File: src/rtl/core/tcp_rto_estimator_timer_macros.svh
// Assertion macros shared by the retransmission timeout estimator RTL.
`ifndef TCP_RTO_ESTIMATOR_TIMER_MACROS_SVH
`define TCP_RTO_ESTIMATOR_TIMER_MACROS_SVH

// The condition must hold at every clock edge outside reset.
`define TRE_ASSERT_ALWAYS(label, cond, msg) \
    label: assert property (@(posedge aclk) disable iff (!aresetn) (cond)) \
        else $error(msg);

// The consequent must hold in the same cycle as the antecedent.
`define TRE_ASSERT_IMPLIES(label, ante, cons, msg) \
    label: assert property (@(posedge aclk) disable iff (!aresetn) (ante) |-> (cons)) \
        else $error(msg);

// The consequent must hold in the cycle after the antecedent.
`define TRE_ASSERT_NEXT(label, ante, cons, msg) \
    label: assert property (@(posedge aclk) disable iff (!aresetn) (ante) |=> (cons)) \
        else $error(msg);

`endif

File: src/rtl/core/tcprto_pkg.sv
// Package with the types and constants of the retransmission timeout estimator.
`default_nettype none

package tcprto_pkg;

    localparam int unsigned MS_W   = 20;
    localparam int unsigned TIME_W = 32;
    localparam int unsigned OP_W   = 3;
    localparam int unsigned IDX_W  = 2;

    localparam logic [MS_W-1:0] MIN_TIMEOUT_RESET  = MS_W'(200);
    localparam logic [MS_W-1:0] MAX_TIMEOUT_RESET  = MS_W'(60000);
    localparam logic [MS_W-1:0] INIT_TIMEOUT_RESET = MS_W'(1000);

    typedef enum logic [OP_W-1:0] {
        OP_SAMPLE  = 3'd0,
        OP_BACKOFF = 3'd1,
        OP_ARM     = 3'd2,
        OP_DISARM  = 3'd3,
        OP_QUERY   = 3'd4
    } opcode_t;

    typedef enum logic [IDX_W-1:0] {
        CFG_MIN_TIMEOUT  = 2'd0,
        CFG_MAX_TIMEOUT  = 2'd1,
        CFG_INIT_TIMEOUT = 2'd2
    } cfg_index_t;

    // Estimator state and timeout after one RTT sample.
    typedef struct packed {
        logic [MS_W-1:0] srtt;
        logic [MS_W-1:0] rttvar;
        logic [MS_W-1:0] timeout;
    } est_result_t;

endpackage

`default_nettype wire

File: src/rtl/core/tcprto_est.sv
// Smoothed RTT and variance update with the clamped timeout computation.
`default_nettype none

module tcprto_est (
    input  wire logic [tcprto_pkg::MS_W-1:0] srtt,
    input  wire logic [tcprto_pkg::MS_W-1:0] rttvar,
    input  wire logic                        est_valid,
    input  wire logic [tcprto_pkg::MS_W-1:0] sample_ms,
    input  wire logic [tcprto_pkg::MS_W-1:0] min_timeout,
    input  wire logic [tcprto_pkg::MS_W-1:0] max_timeout,
    output tcprto_pkg::est_result_t          result
);

    localparam int unsigned W = tcprto_pkg::MS_W;

    logic [W-1:0] diff;
    logic [W+1:0] var_sum;
    logic [W+2:0] srtt_sum;
    logic [W-1:0] srtt_new;
    logic [W-1:0] var_new;
    logic [W+1:0] var4;
    logic [W+2:0] computed;

    always_comb begin
        diff     = (srtt > sample_ms) ? (srtt - sample_ms) : (sample_ms - srtt);
        // 3*var + diff and 7*srtt + rtt, truncated by the shift that follows.
        var_sum  = ({2'b00, rttvar} << 1) + {2'b00, rttvar} + {2'b00, diff};
        srtt_sum = ({3'b000, srtt} << 3) - {3'b000, srtt} + {3'b000, sample_ms};

        if (!est_valid) begin
            srtt_new = sample_ms;
            var_new  = sample_ms >> 1;
        end else begin
            srtt_new = srtt_sum[W+2:3];
            var_new  = var_sum[W+1:2];
        end

        var4 = {var_new, 2'b00};
        if (var4 == '0) begin
            var4 = (W+2)'(1);
        end
        computed = {3'b000, srtt_new} + {1'b0, var4};

        result.srtt   = srtt_new;
        result.rttvar = var_new;
        // A value below the minimum wins over the maximum clamp.
        if (computed < {3'b000, min_timeout}) begin
            result.timeout = min_timeout;
        end else if (computed > {3'b000, max_timeout}) begin
            result.timeout = max_timeout;
        end else begin
            result.timeout = computed[W-1:0];
        end
    end

endmodule

`default_nettype wire

File: src/rtl/core/tcp_rto_estimator_timer.sv
// Top level of the retransmission timeout estimator and timer.
//
//  Channel  | Direction | Handshake          | Payload
//  ---------+-----------+--------------------+----------------------------------
//  s_       | in        | s_tvalid/s_tready  | opcode in tuser, operands in tdata
//  m_       | out       | m_tvalid/m_tready  | timeout, estimates, timer status
//  cfg_     | in        | cfg_valid/cfg_ready| register index and 20-bit data
//
// One request enters the input register per cycle while s_tready is high, and its
// result is registered in the output register once that register is free or being
// read; the operation logic between the two registers computes the result.
// The input register keeps accepting while a result waits, and stalls only when
// both registers are full. Reset is synchronous.
// Configuration writes are held off while a request sits in the input register.
`default_nettype none

`include "tcp_rto_estimator_timer_macros.svh"

module tcp_rto_estimator_timer (
    input  wire logic        aclk,
    input  wire logic        aresetn,

    input  wire logic        s_tvalid,
    output logic             s_tready,
    // [19:0] round trip sample in ms, [51:20] now_ms, [52] queue_nonempty,
    // [53] connection_closed, [55:54] zero
    input  wire logic [55:0] s_tdata,
    // [2:0] opcode
    input  wire logic [2:0]  s_tuser,

    output logic             m_tvalid,
    input  wire logic        m_tready,
    // [19:0] current_timeout_ms, [39:20] smoothed_rtt_ms, [59:40] rtt_variance_ms,
    // [60] timer_running, [61] timer_expired, [63:62] zero
    output logic [63:0]      m_tdata,

    input  wire logic        cfg_valid,
    output logic             cfg_ready,
    input  wire logic [1:0]  cfg_index,
    input  wire logic [19:0] cfg_data
);

    localparam int unsigned W  = tcprto_pkg::MS_W;
    localparam int unsigned TW = tcprto_pkg::TIME_W;

    // Input register.
    logic                      in_valid_reg;
    tcprto_pkg::opcode_t       in_op_reg;
    logic [W-1:0]              in_rtt_reg;
    logic [TW-1:0]             in_now_reg;
    logic                      in_pending_reg;
    logic                      in_closed_reg;

    // Output register.
    logic                      out_valid_reg;
    logic [W-1:0]              out_timeout_reg;
    logic [W-1:0]              out_srtt_reg;
    logic [W-1:0]              out_var_reg;
    logic                      out_running_reg;
    logic                      out_expired_reg;

    // Configuration and estimator state.
    logic [W-1:0]              min_reg,      min_next;
    logic [W-1:0]              max_reg,      max_next;
    logic [W-1:0]              srtt_reg,     srtt_next;
    logic [W-1:0]              var_reg,      var_next;
    logic                      est_valid_reg, est_valid_next;
    logic [W-1:0]              timeout_reg,  timeout_next;
    logic                      armed_reg,    armed_next;
    logic [TW-1:0]             deadline_reg, deadline_next;
    logic                      expired_next;

    logic                      advance;
    logic                      cfg_write;
    logic [TW:0]               deadline_sum;
    tcprto_pkg::est_result_t   est;

    assign advance   = in_valid_reg && (!out_valid_reg || m_tready);
    assign s_tready  = !in_valid_reg || advance;
    // A write must not slip in ahead of a request that was accepted before it.
    assign cfg_ready = !in_valid_reg;
    assign cfg_write = cfg_valid && cfg_ready;

    tcprto_est u_est (
        .srtt        (srtt_reg),
        .rttvar      (var_reg),
        .est_valid   (est_valid_reg),
        .sample_ms   (in_rtt_reg),
        .min_timeout (min_reg),
        .max_timeout (max_reg),
        .result      (est)
    );

    assign deadline_sum = {1'b0, in_now_reg} + {{(TW+1-W){1'b0}}, timeout_reg};

    always_comb begin
        min_next       = min_reg;
        max_next       = max_reg;
        srtt_next      = srtt_reg;
        var_next       = var_reg;
        est_valid_next = est_valid_reg;
        timeout_next   = timeout_reg;
        armed_next     = armed_reg;
        deadline_next  = deadline_reg;
        expired_next   = 1'b0;

        if (advance) begin
            case (in_op_reg)
                tcprto_pkg::OP_SAMPLE: begin
                    srtt_next      = est.srtt;
                    var_next       = est.rttvar;
                    timeout_next   = est.timeout;
                    est_valid_next = 1'b1;
                end
                tcprto_pkg::OP_BACKOFF: begin
                    if (timeout_reg >= max_reg || timeout_reg > (max_reg >> 1)) begin
                        timeout_next = max_reg;
                    end else begin
                        timeout_next = timeout_reg << 1;
                    end
                end
                tcprto_pkg::OP_ARM: begin
                    if (in_pending_reg) begin
                        armed_next    = 1'b1;
                        deadline_next = deadline_sum[TW] ? '1 : deadline_sum[TW-1:0];
                    end else begin
                        armed_next    = 1'b0;
                        deadline_next = '0;
                    end
                end
                tcprto_pkg::OP_DISARM: begin
                    armed_next    = 1'b0;
                    deadline_next = '0;
                end
                tcprto_pkg::OP_QUERY: begin
                    expired_next = !in_closed_reg && armed_reg && (deadline_reg != '0)
                                   && (in_now_reg >= deadline_reg);
                end
                default: begin
                end
            endcase
        end else if (cfg_write) begin
            case (cfg_index)
                tcprto_pkg::CFG_MIN_TIMEOUT:  min_next = cfg_data;
                tcprto_pkg::CFG_MAX_TIMEOUT:  max_next = cfg_data;
                // The initial timeout only matters until the first sample arrives.
                tcprto_pkg::CFG_INIT_TIMEOUT: begin
                    if (!est_valid_reg) begin
                        timeout_next = cfg_data;
                    end
                end
                default: begin
                end
            endcase
        end
    end

    always_ff @(posedge aclk) begin
        if (!aresetn) begin
            in_valid_reg  <= 1'b0;
            out_valid_reg <= 1'b0;
            min_reg       <= tcprto_pkg::MIN_TIMEOUT_RESET;
            max_reg       <= tcprto_pkg::MAX_TIMEOUT_RESET;
            srtt_reg      <= '0;
            var_reg       <= '0;
            est_valid_reg <= 1'b0;
            timeout_reg   <= tcprto_pkg::INIT_TIMEOUT_RESET;
            armed_reg     <= 1'b0;
            deadline_reg  <= '0;
        end else begin
            min_reg       <= min_next;
            max_reg       <= max_next;
            srtt_reg      <= srtt_next;
            var_reg       <= var_next;
            est_valid_reg <= est_valid_next;
            timeout_reg   <= timeout_next;
            armed_reg     <= armed_next;
            deadline_reg  <= deadline_next;

            if (s_tvalid && s_tready) begin
                in_valid_reg <= 1'b1;
            end else if (advance) begin
                in_valid_reg <= 1'b0;
            end

            if (advance) begin
                out_valid_reg <= 1'b1;
            end else if (m_tready) begin
                out_valid_reg <= 1'b0;
            end
        end
    end

    always_ff @(posedge aclk) begin
        if (s_tvalid && s_tready) begin
            in_op_reg      <= tcprto_pkg::opcode_t'(s_tuser);
            in_rtt_reg     <= s_tdata[19:0];
            in_now_reg     <= s_tdata[51:20];
            in_pending_reg <= s_tdata[52];
            in_closed_reg  <= s_tdata[53];
        end
        if (advance) begin
            out_timeout_reg <= timeout_next;
            out_srtt_reg    <= srtt_next;
            out_var_reg     <= var_next;
            out_running_reg <= armed_next;
            out_expired_reg <= expired_next;
        end
    end

    assign m_tvalid = out_valid_reg;
    assign m_tdata  = {2'b00, out_expired_reg, out_running_reg,
                       out_var_reg, out_srtt_reg, out_timeout_reg};

    `TRE_ASSERT_IMPLIES(a_idle_deadline_clear, !armed_reg, deadline_reg == '0, "stale deadline")
    `TRE_ASSERT_NEXT(a_estimate_sticky, est_valid_reg, est_valid_reg, "estimate valid dropped")
    `TRE_ASSERT_IMPLIES(a_exp_running, out_valid_reg && out_expired_reg, out_running_reg, "stopped")
    `TRE_ASSERT_IMPLIES(a_ready_when_empty, !out_valid_reg, s_tready, "input stalled while empty")

endmodule

`default_nettype wire

File: config.mk
export PLATFORM = sky130hd
export DESIGN_NAME = tcp_rto_estimator_timer
export DESIGN_NICKNAME = d
export VERILOG_FILES = /design/src/rtl/core/tcprto_pkg.sv /design/src/rtl/core/tcprto_est.sv /design/src/rtl/core/tcp_rto_estimator_timer.sv
export VERILOG_INCLUDE_DIRS = /design/src /design/src/rtl/core
export SDC_FILE = /design/constraint.sdc
export NUM_CORES = 1
export LEC_CHECK = 0
export ABC_AREA = 1
export BUFFER_PORTS_ARGS = -buffer_cell sky130_fd_sc_hd__buf_2
export CORE_ASPECT_RATIO = 2
export CORE_UTILIZATION = 30
export DETAILED_ROUTE_END_ITERATION = 10
export GPL_TIMING_DRIVEN = 1
export PLACE_DENSITY = 0.5
export SYNTH_ARGS = -nofsm -noshare
export SYNTH_HDL_FRONTEND = slang
export SYNTH_SLANG_ARGS = --single-unit
File: constraint.sdc
create_clock -name aclk -period 13.1 [get_ports aclk]
set_input_delay 2.62 -clock aclk [delete_from_list [all_inputs] [get_ports aclk]]
set_output_delay 2.62 -clock aclk [all_outputs]
set_load 0.03 [all_outputs]
Word level (Yosys, flattened, before mapping) --
Index checks and enable logic that the tools add are counted.
Storage, ports and cells: register bits after elaboration 255, word-level logic and storage cells 90, bits of input ports 86, output and inout port bits 67
Operators by class: multiplexer cells 26, add/sub/neg operators 8, bitwise logic cells 1, reductions and logical operators 23, eq/ne operators 6, magnitude comparators 6
Operator list (number):
- $mux W20 | 14
- $mux W32 | 2
- $pmux W32 S2 | 1
- $pmux W20 S2 | 1
- $sub A20 B20 Y20 | 2
- $add A32 B20 Y33 | 1
- $ge A32 B32 Y1 | 1
- $reduce_bool A32 Y1 | 1
- $add A20 B22 Y23 | 1
- $add A23 B20 Y23 | 1
- $gt A23 B20 Y1 | 1
- $lt A23 B20 Y1 | 1
- $sub A23 B20 Y23 | 1
- $add A21 B20 Y22 | 1
- $add A22 B20 Y22 | 1
- $mux W22 | 1
- $ge A20 B20 Y1 | 1
- $gt A20 B19 Y1 | 1
- $gt A20 B20 Y1 | 1
- $logic_not A20 Y1 | 1
- $eq A3 B2 Y1 const B | 2
- $logic_and A1 B1 Y1 | 6
- $mux W1 | 6
- $reduce_and A3 Y1 | 2
- other kinds (12) | 19

Depth between registers and ports, before layout --
word-level depth 12, mapped depth 63, gate-level depth less buffers 61

By module --
From an unflattened synthesis, not the netlist that was laid out.
Second synthesis, totals: cells, all modules 3060, area total of the unflattened synthesis 21570.7 µm²
By module, submodules not included:
- tcp_rto_estimator_timer | sequential area each 6296.0 µm², cells each 1661, instances 1, area each 13286.5 µm²
- tcprto_est | sequential area each 0.0 µm², cells each 1399, instances 1, area each 8284.2 µm²

Least setup slack after synthesis --
OpenSTA, ideal clock, no wires.
path type register -> register, start register in_rtt_reg[7], end register out_timeout_reg[0] (data pin), cell stages (with the launch flop) 59, buffers on the path 2, slack 5.199 ns, data arrival time 7.650 ns, clock period less this slack 7.901 ns, data required time 12.849 ns, setup time 0.251 ns, path through edfxtp_1 -> inv_1 -> ha_1 -> nand2_2 -> nor2_2 -> inv_1 -> o21ai_1 -> a21oi_1 -> o21bai_2 -> a21boi_2 -> o21ai_4 -> nand2_4 -> buf_6 -> o21ai_2 -> xor2_1 -> inv_1 -> fa_1 -> inv_1 -> [23 not listed] -> xnor2_1 -> ha_1 -> a21oi_1 -> o21a_1 -> o21ai_0 -> nand3_1 -> nand3_1 -> nand2_1 -> nand2_1 -> a21oi_1 -> clkbuf_1 -> nand4_1 -> nand2_1 -> inv_1 -> nand2_1 -> nand2_1 -> nand2_1 -> inv_1
On the way: cells in the longest elaborated chain, start to end 12, elaborated cells between the ends (all ways) 17, classes of those cells 5 x add/sub; 3 x order compare; 8 x mux; 1 x reduce/logical
RTL lines:
- start, declared | line tcp_rto_estimator_timer.sv:49 | logic [W-1:0] in_rtt_reg;
- start signal, assigned | line tcp_rto_estimator_timer.sv:197 | in_rtt_reg <= s_tdata[19:0];
- $sub A20 B20 Y20 / $gt A20 B20 Y1 (equally long branches) | line tcprto_est.sv:25 | diff = (srtt > sample_ms) ? (srtt - sample_ms) : (sample_ms - srtt);
- $mux W20 | line tcprto_est.sv:25
- $add A22 B20 Y22 | line tcprto_est.sv:27 | var_sum = ({2'b00, rttvar} << 1) + {2'b00, rttvar} + {2'b00, diff};
- $mux W20 | line tcprto_est.sv:30 | if (!est_valid) begin
- $logic_not A20 Y1 | line tcprto_est.sv:39 | if (var4 == '0) begin
- $mux W22 | line tcprto_est.sv:39
- $add A20 B22 Y23 * | line tcprto_est.sv:42 | computed = {3'b000, srtt_new} + {1'b0, var4};
- $gt A23 B20 Y1 | line tcprto_est.sv:49 | end else if (computed > {3'b000, max_timeout}) begin
- $mux W20 | line tcprto_est.sv:49
- $mux W20 * | line tcprto_est.sv:47 | if (computed < {3'b000, min_timeout}) begin
- $pmux W20 S2 * | line tcp_rto_estimator_timer.sv:108 | case (in_op_reg)
- $mux W20 * | line tcp_rto_estimator_timer.sv:107 | if (advance) begin
- net timeout_next[0] | line tcp_rto_estimator_timer.sv:68 | logic [W-1:0] timeout_reg, timeout_next;
- end signal, assigned | line tcp_rto_estimator_timer.sv:203 | out_timeout_reg <= timeout_next;
- end, declared | line tcp_rto_estimator_timer.sv:56 | logic [W-1:0] out_timeout_reg;
The timed path passes the listed nets; every way through them passes the cells marked *. A chain may end at the register's enable or synchronous reset.

Worst setup path in the final report --
start register srtt_reg[0], end register out_timeout_reg[3] (data pin)
On the way: cells in the longest elaborated chain, start to end 12, elaborated cells between the ends (all ways) 18, classes of those cells 6 x add/sub; 3 x order compare; 8 x mux; 1 x reduce/logical
RTL lines:
- start, declared | line tcp_rto_estimator_timer.sv:65 | logic [W-1:0] srtt_reg, srtt_next;
- start signal, assigned | line tcp_rto_estimator_timer.sv:173 | srtt_reg <= srtt_next;
- $sub A20 B20 Y20 / $gt A20 B20 Y1 (equally long branches) | line tcprto_est.sv:25
- $mux W20 | line tcprto_est.sv:25
- $add A22 B20 Y22 | line tcprto_est.sv:27
- $mux W20 | line tcprto_est.sv:30
- $logic_not A20 Y1 | line tcprto_est.sv:39
- $mux W22 | line tcprto_est.sv:39
- $add A20 B22 Y23 * | line tcprto_est.sv:42
- $gt A23 B20 Y1 | line tcprto_est.sv:49
- $mux W20 | line tcprto_est.sv:49
- $mux W20 * | line tcprto_est.sv:47
- $pmux W20 S2 * | line tcp_rto_estimator_timer.sv:108
- $mux W20 * | line tcp_rto_estimator_timer.sv:107
- net timeout_next[3] | line tcp_rto_estimator_timer.sv:68
Marks and branches as above.

==> summary.md <==
| Metric | Value |
|---|---|
| CP required | `13.43 ns` |
| Element type at the critical path end | `flip-flop` |
| Vias | `19700` |
| Vias/cell | `5.05` |
| Setup_tns | `0 ns` |
| Cts bufs inserted | `29` |
| Startpoint types | `flip-flop` |
| P_leak | `11.3 nW` |
| Top area cells in the synthesized netlist | `edfxtp_1, ha_1, dfxtp_1` |
| Pin count of the biggest net entering global routing | `64` |
| CP Data Arrival Time | `11.88 ns` |
| Row count | `136` |
| Post-synth EDFFs | `119` |
| Power per cell area | `112 nW/um^2` |
| Commonest non-fill, non-tap cell in the layout | `nand2_1` |
| First-pass GRT wire length | `122 mm` |
| DRT iter0 DRCs | `913` |
| Slew @ Worst Pin | `1.10 ns` |
| Most frequent cells in the layout | `nand2_1, inv_1, a21oi_1, ha_1, o21ai_0` |
| Fin. max-slew vios | `0` |
| Yosys top cell by area | `edfxtp_1` |
| Seq cells post-synth | `255` |
| Area Growth Syn to Fin | `13.0%` |
| Reg2reg path depth | `60` |
| Worst R2R Setup Slack | `1.55 ns` |
| Initial antenna violation count | `5` |
| Root Driver | `clkbuf_16` |
| Beginning of the critical path | `srtt_reg[0]` |
| DRC | `0` |
| Die area | `70800 um^2` |
| Worst path buffer plus inverter count | `10` |
| Netlist cell types | `62` |
| Area share of the largest cell type after synthesis | `0.171` |
| Skew final | `0.0360 ns` |
| Worst r2r src | `srtt_reg[0]` |
| Hpwl dp | `65.9 mm` |
| Avg WL per Cell | `21.0 um` |
| Cell Count, Final, Fillers Out | `3905` |
| Hold Crit Start | `deadline_reg[1]` |
| Crit-path leading delay family | `compound AO/OA/AOI/OAI gates` |
| R2r endpoint | `out_timeout_reg[3]` |
| Worst Hold Class | `reg -> reg` |
| IO Port Bufs | `148` |
| Fin crit share | `0.882` |
| RSZ-0062 raised after global routing | `no` |
| Vias in the first global route | `20400` |
| Sink Count | `255` |
| Final Hold Fails | `0` |
| Post-CTS Resized | `0` |
| Slew HR | `0.257` |
| Number of synthesis warnings | `0` |
| TritonRoute pass-1 iters | `7` |
| Status | `completed` |
| Worst path max stage delay | `0.48 ns` |
| Most used cell, CP | `nand2_1` |
| Max H-tree Level | `1` |
| Clock-pin slew on the worst setup and hold paths | `0.07 ns` |
| Register area share after synthesis | `0.301` |
| Share of cells above drive strength 1 | `0.0915` |
| Achievable frequency | `86.6 MHz` |
| Total grt overflow | `0` |
| Crit Path Max Fanout | `20` |
| Worst-case clock buffer depth | `3` |
| CTS tree | `done` |
| Top FF cell, synth | `dfxtp_1` |
| Setup CP Type | `reg -> reg` |
| Fin crit period | `11.55 ns` |
| Setup violation total in the final timing report | `0` |
| Hold buffer count at CTS | `0` |
| Post-Syn Area per Cell | `7.30 um^2` |
| DIE HEIGHT | `375 um` |
| Worst-Skew Late Latency | `0.62 ns` |
| Nets | `3340` |
| Critical path's slowest cell | `fa_1` |
| Maxcap violations | `0` |
| Synthesized area | `20900 um^2` |
| Post-synth ARST share | `0` |
| Crit path capture | `out_timeout_reg[3]` |
| Antenna-violating nets left | `0` |
| Ports | `153` |
| Post-Synthesis Cells | `2861` |
| GRT Util Overall | `0.231` |
| Initial Util | `0.304` |
| Total wire length | `82.2 mm` |
| WP depth | `60` |
| Final GP Congestion | `1.02` |
| Core Area | `68700 um^2` |
| Placed insts | `3849` |
| Peak VDD IR | `104 uV` |
| Chip Width | `189 um` |
| Total setup buffers inserted after CTS | `0` |
## layer usage
layer,GRT usage,share of wire,routed length (um)
met5,0,0.00012,10
met4,0.188,0.090,7420
met3,0.0224,0.031,2530
met2,0.469,0.56,46300
met1,0.197,0.31,25900
## worst reg2reg max path: cells and delay by family, from the launching register on
family	cells	cell delay, ns
fa+ha+maj	7	2.09
xor+xnor	2	0.60
simple gates	23	3.10
compound gates	18	3.78
buf+inv	10	1.36
flops	1	0.37
## metrics by stage
step	hold WS [ns]	setup slack [ns]	util	total power, mW	area, um^2
after detailed placement	0.476	1.85	0.329	1.77	22600
after global placement	0.471	1.83	0.329	1.76	22600
after global routing	0.504	0.755	0.343	2.78	23600
after CTS	0.486	1.78	0.343	2.65	23600
final	0.485	1.55	0.343	2.63	23600
after floorplan	0.458	5.20	-	1.49	20900
## layout make-up
cell class / instances / area (um^2)
fill: 7610 / 45100
multi-input combinational: 1998 / 12300
sequential: 255 / 6300
inverter: 520 / 1950
tap: 897 / 1120
timing repair buffer: 179 / 986
clock buffer: 41 / 866
clock inverter: 13 / 120
antenna: 2 / 5.00
## power by group
part	internal [mW]	total, mW	switching, mW
combinational	0.274	0.848	0.574
clock	0.485	0.874	0.390
sequential	0.873	0.910	0.0368
## synthesized netlist by cell type (3+ instances only)
master / instances
buf_4: 10
inv_2: 5
a211oi_1: 11
buf_2: 10
clkbuf_1: 59
a221oi_1: 4
nand4_1: 66
o21ai_1: 13
xnor2_1: 19
inv_1: 514
o221ai_1: 7
nor2_2: 3
or2_2: 13
fa_1: 41
o211ai_1: 13
nand2_1: 545
dfxtp_1: 136
nand2_2: 6
a21boi_0: 4
o21ai_0: 211
edfxtp_1: 119
a31oi_1: 20
nor4_1: 19
o21bai_1: 14
a21oi_1: 339
o21a_1: 11
xor2_1: 41
buf_6: 4
nand3_1: 107
o21ai_2: 6
nand3b_1: 6
ha_1: 230
nor3_1: 32
and2_1: 12
buf_1: 6
a21o_1: 13
nor2_1: 159
o31ai_1: 3
## kinds of logic (layout without fill, tap and decap cells)
kind of cell             Yosys count  after routing  synth area share
AND/OR/NAND/NOR                  980            980             0.202
flip-flops                       255            255             0.301
XOR/XNOR                          60             60            0.0251
buffers and inverters            609            753             0.113
other                              1              4          0.000179
AO/OA/AOI/OAI                    680            680             0.178
multiplexers                       5              5           0.00293
adder cells (fa/ha/maj)          271            271             0.177
## worst min-delay path by stage
| stage | endpoint | slack (ns) | cells after the start |
|---|---|---|---|
| global route | deadline_reg[28] | 0.50 | 2 |
| detailed placement | deadline_reg[7] | 0.48 | 2 |
| global placement | deadline_reg[10] | 0.47 | 2 |
| CTS | deadline_reg[17] | 0.49 | 2 |
| finish | deadline_reg[1] | 0.49 | 2 |
| floorplan | deadline_reg[10] | 0.46 | 2 |
(Power assumes the default switching activity.)
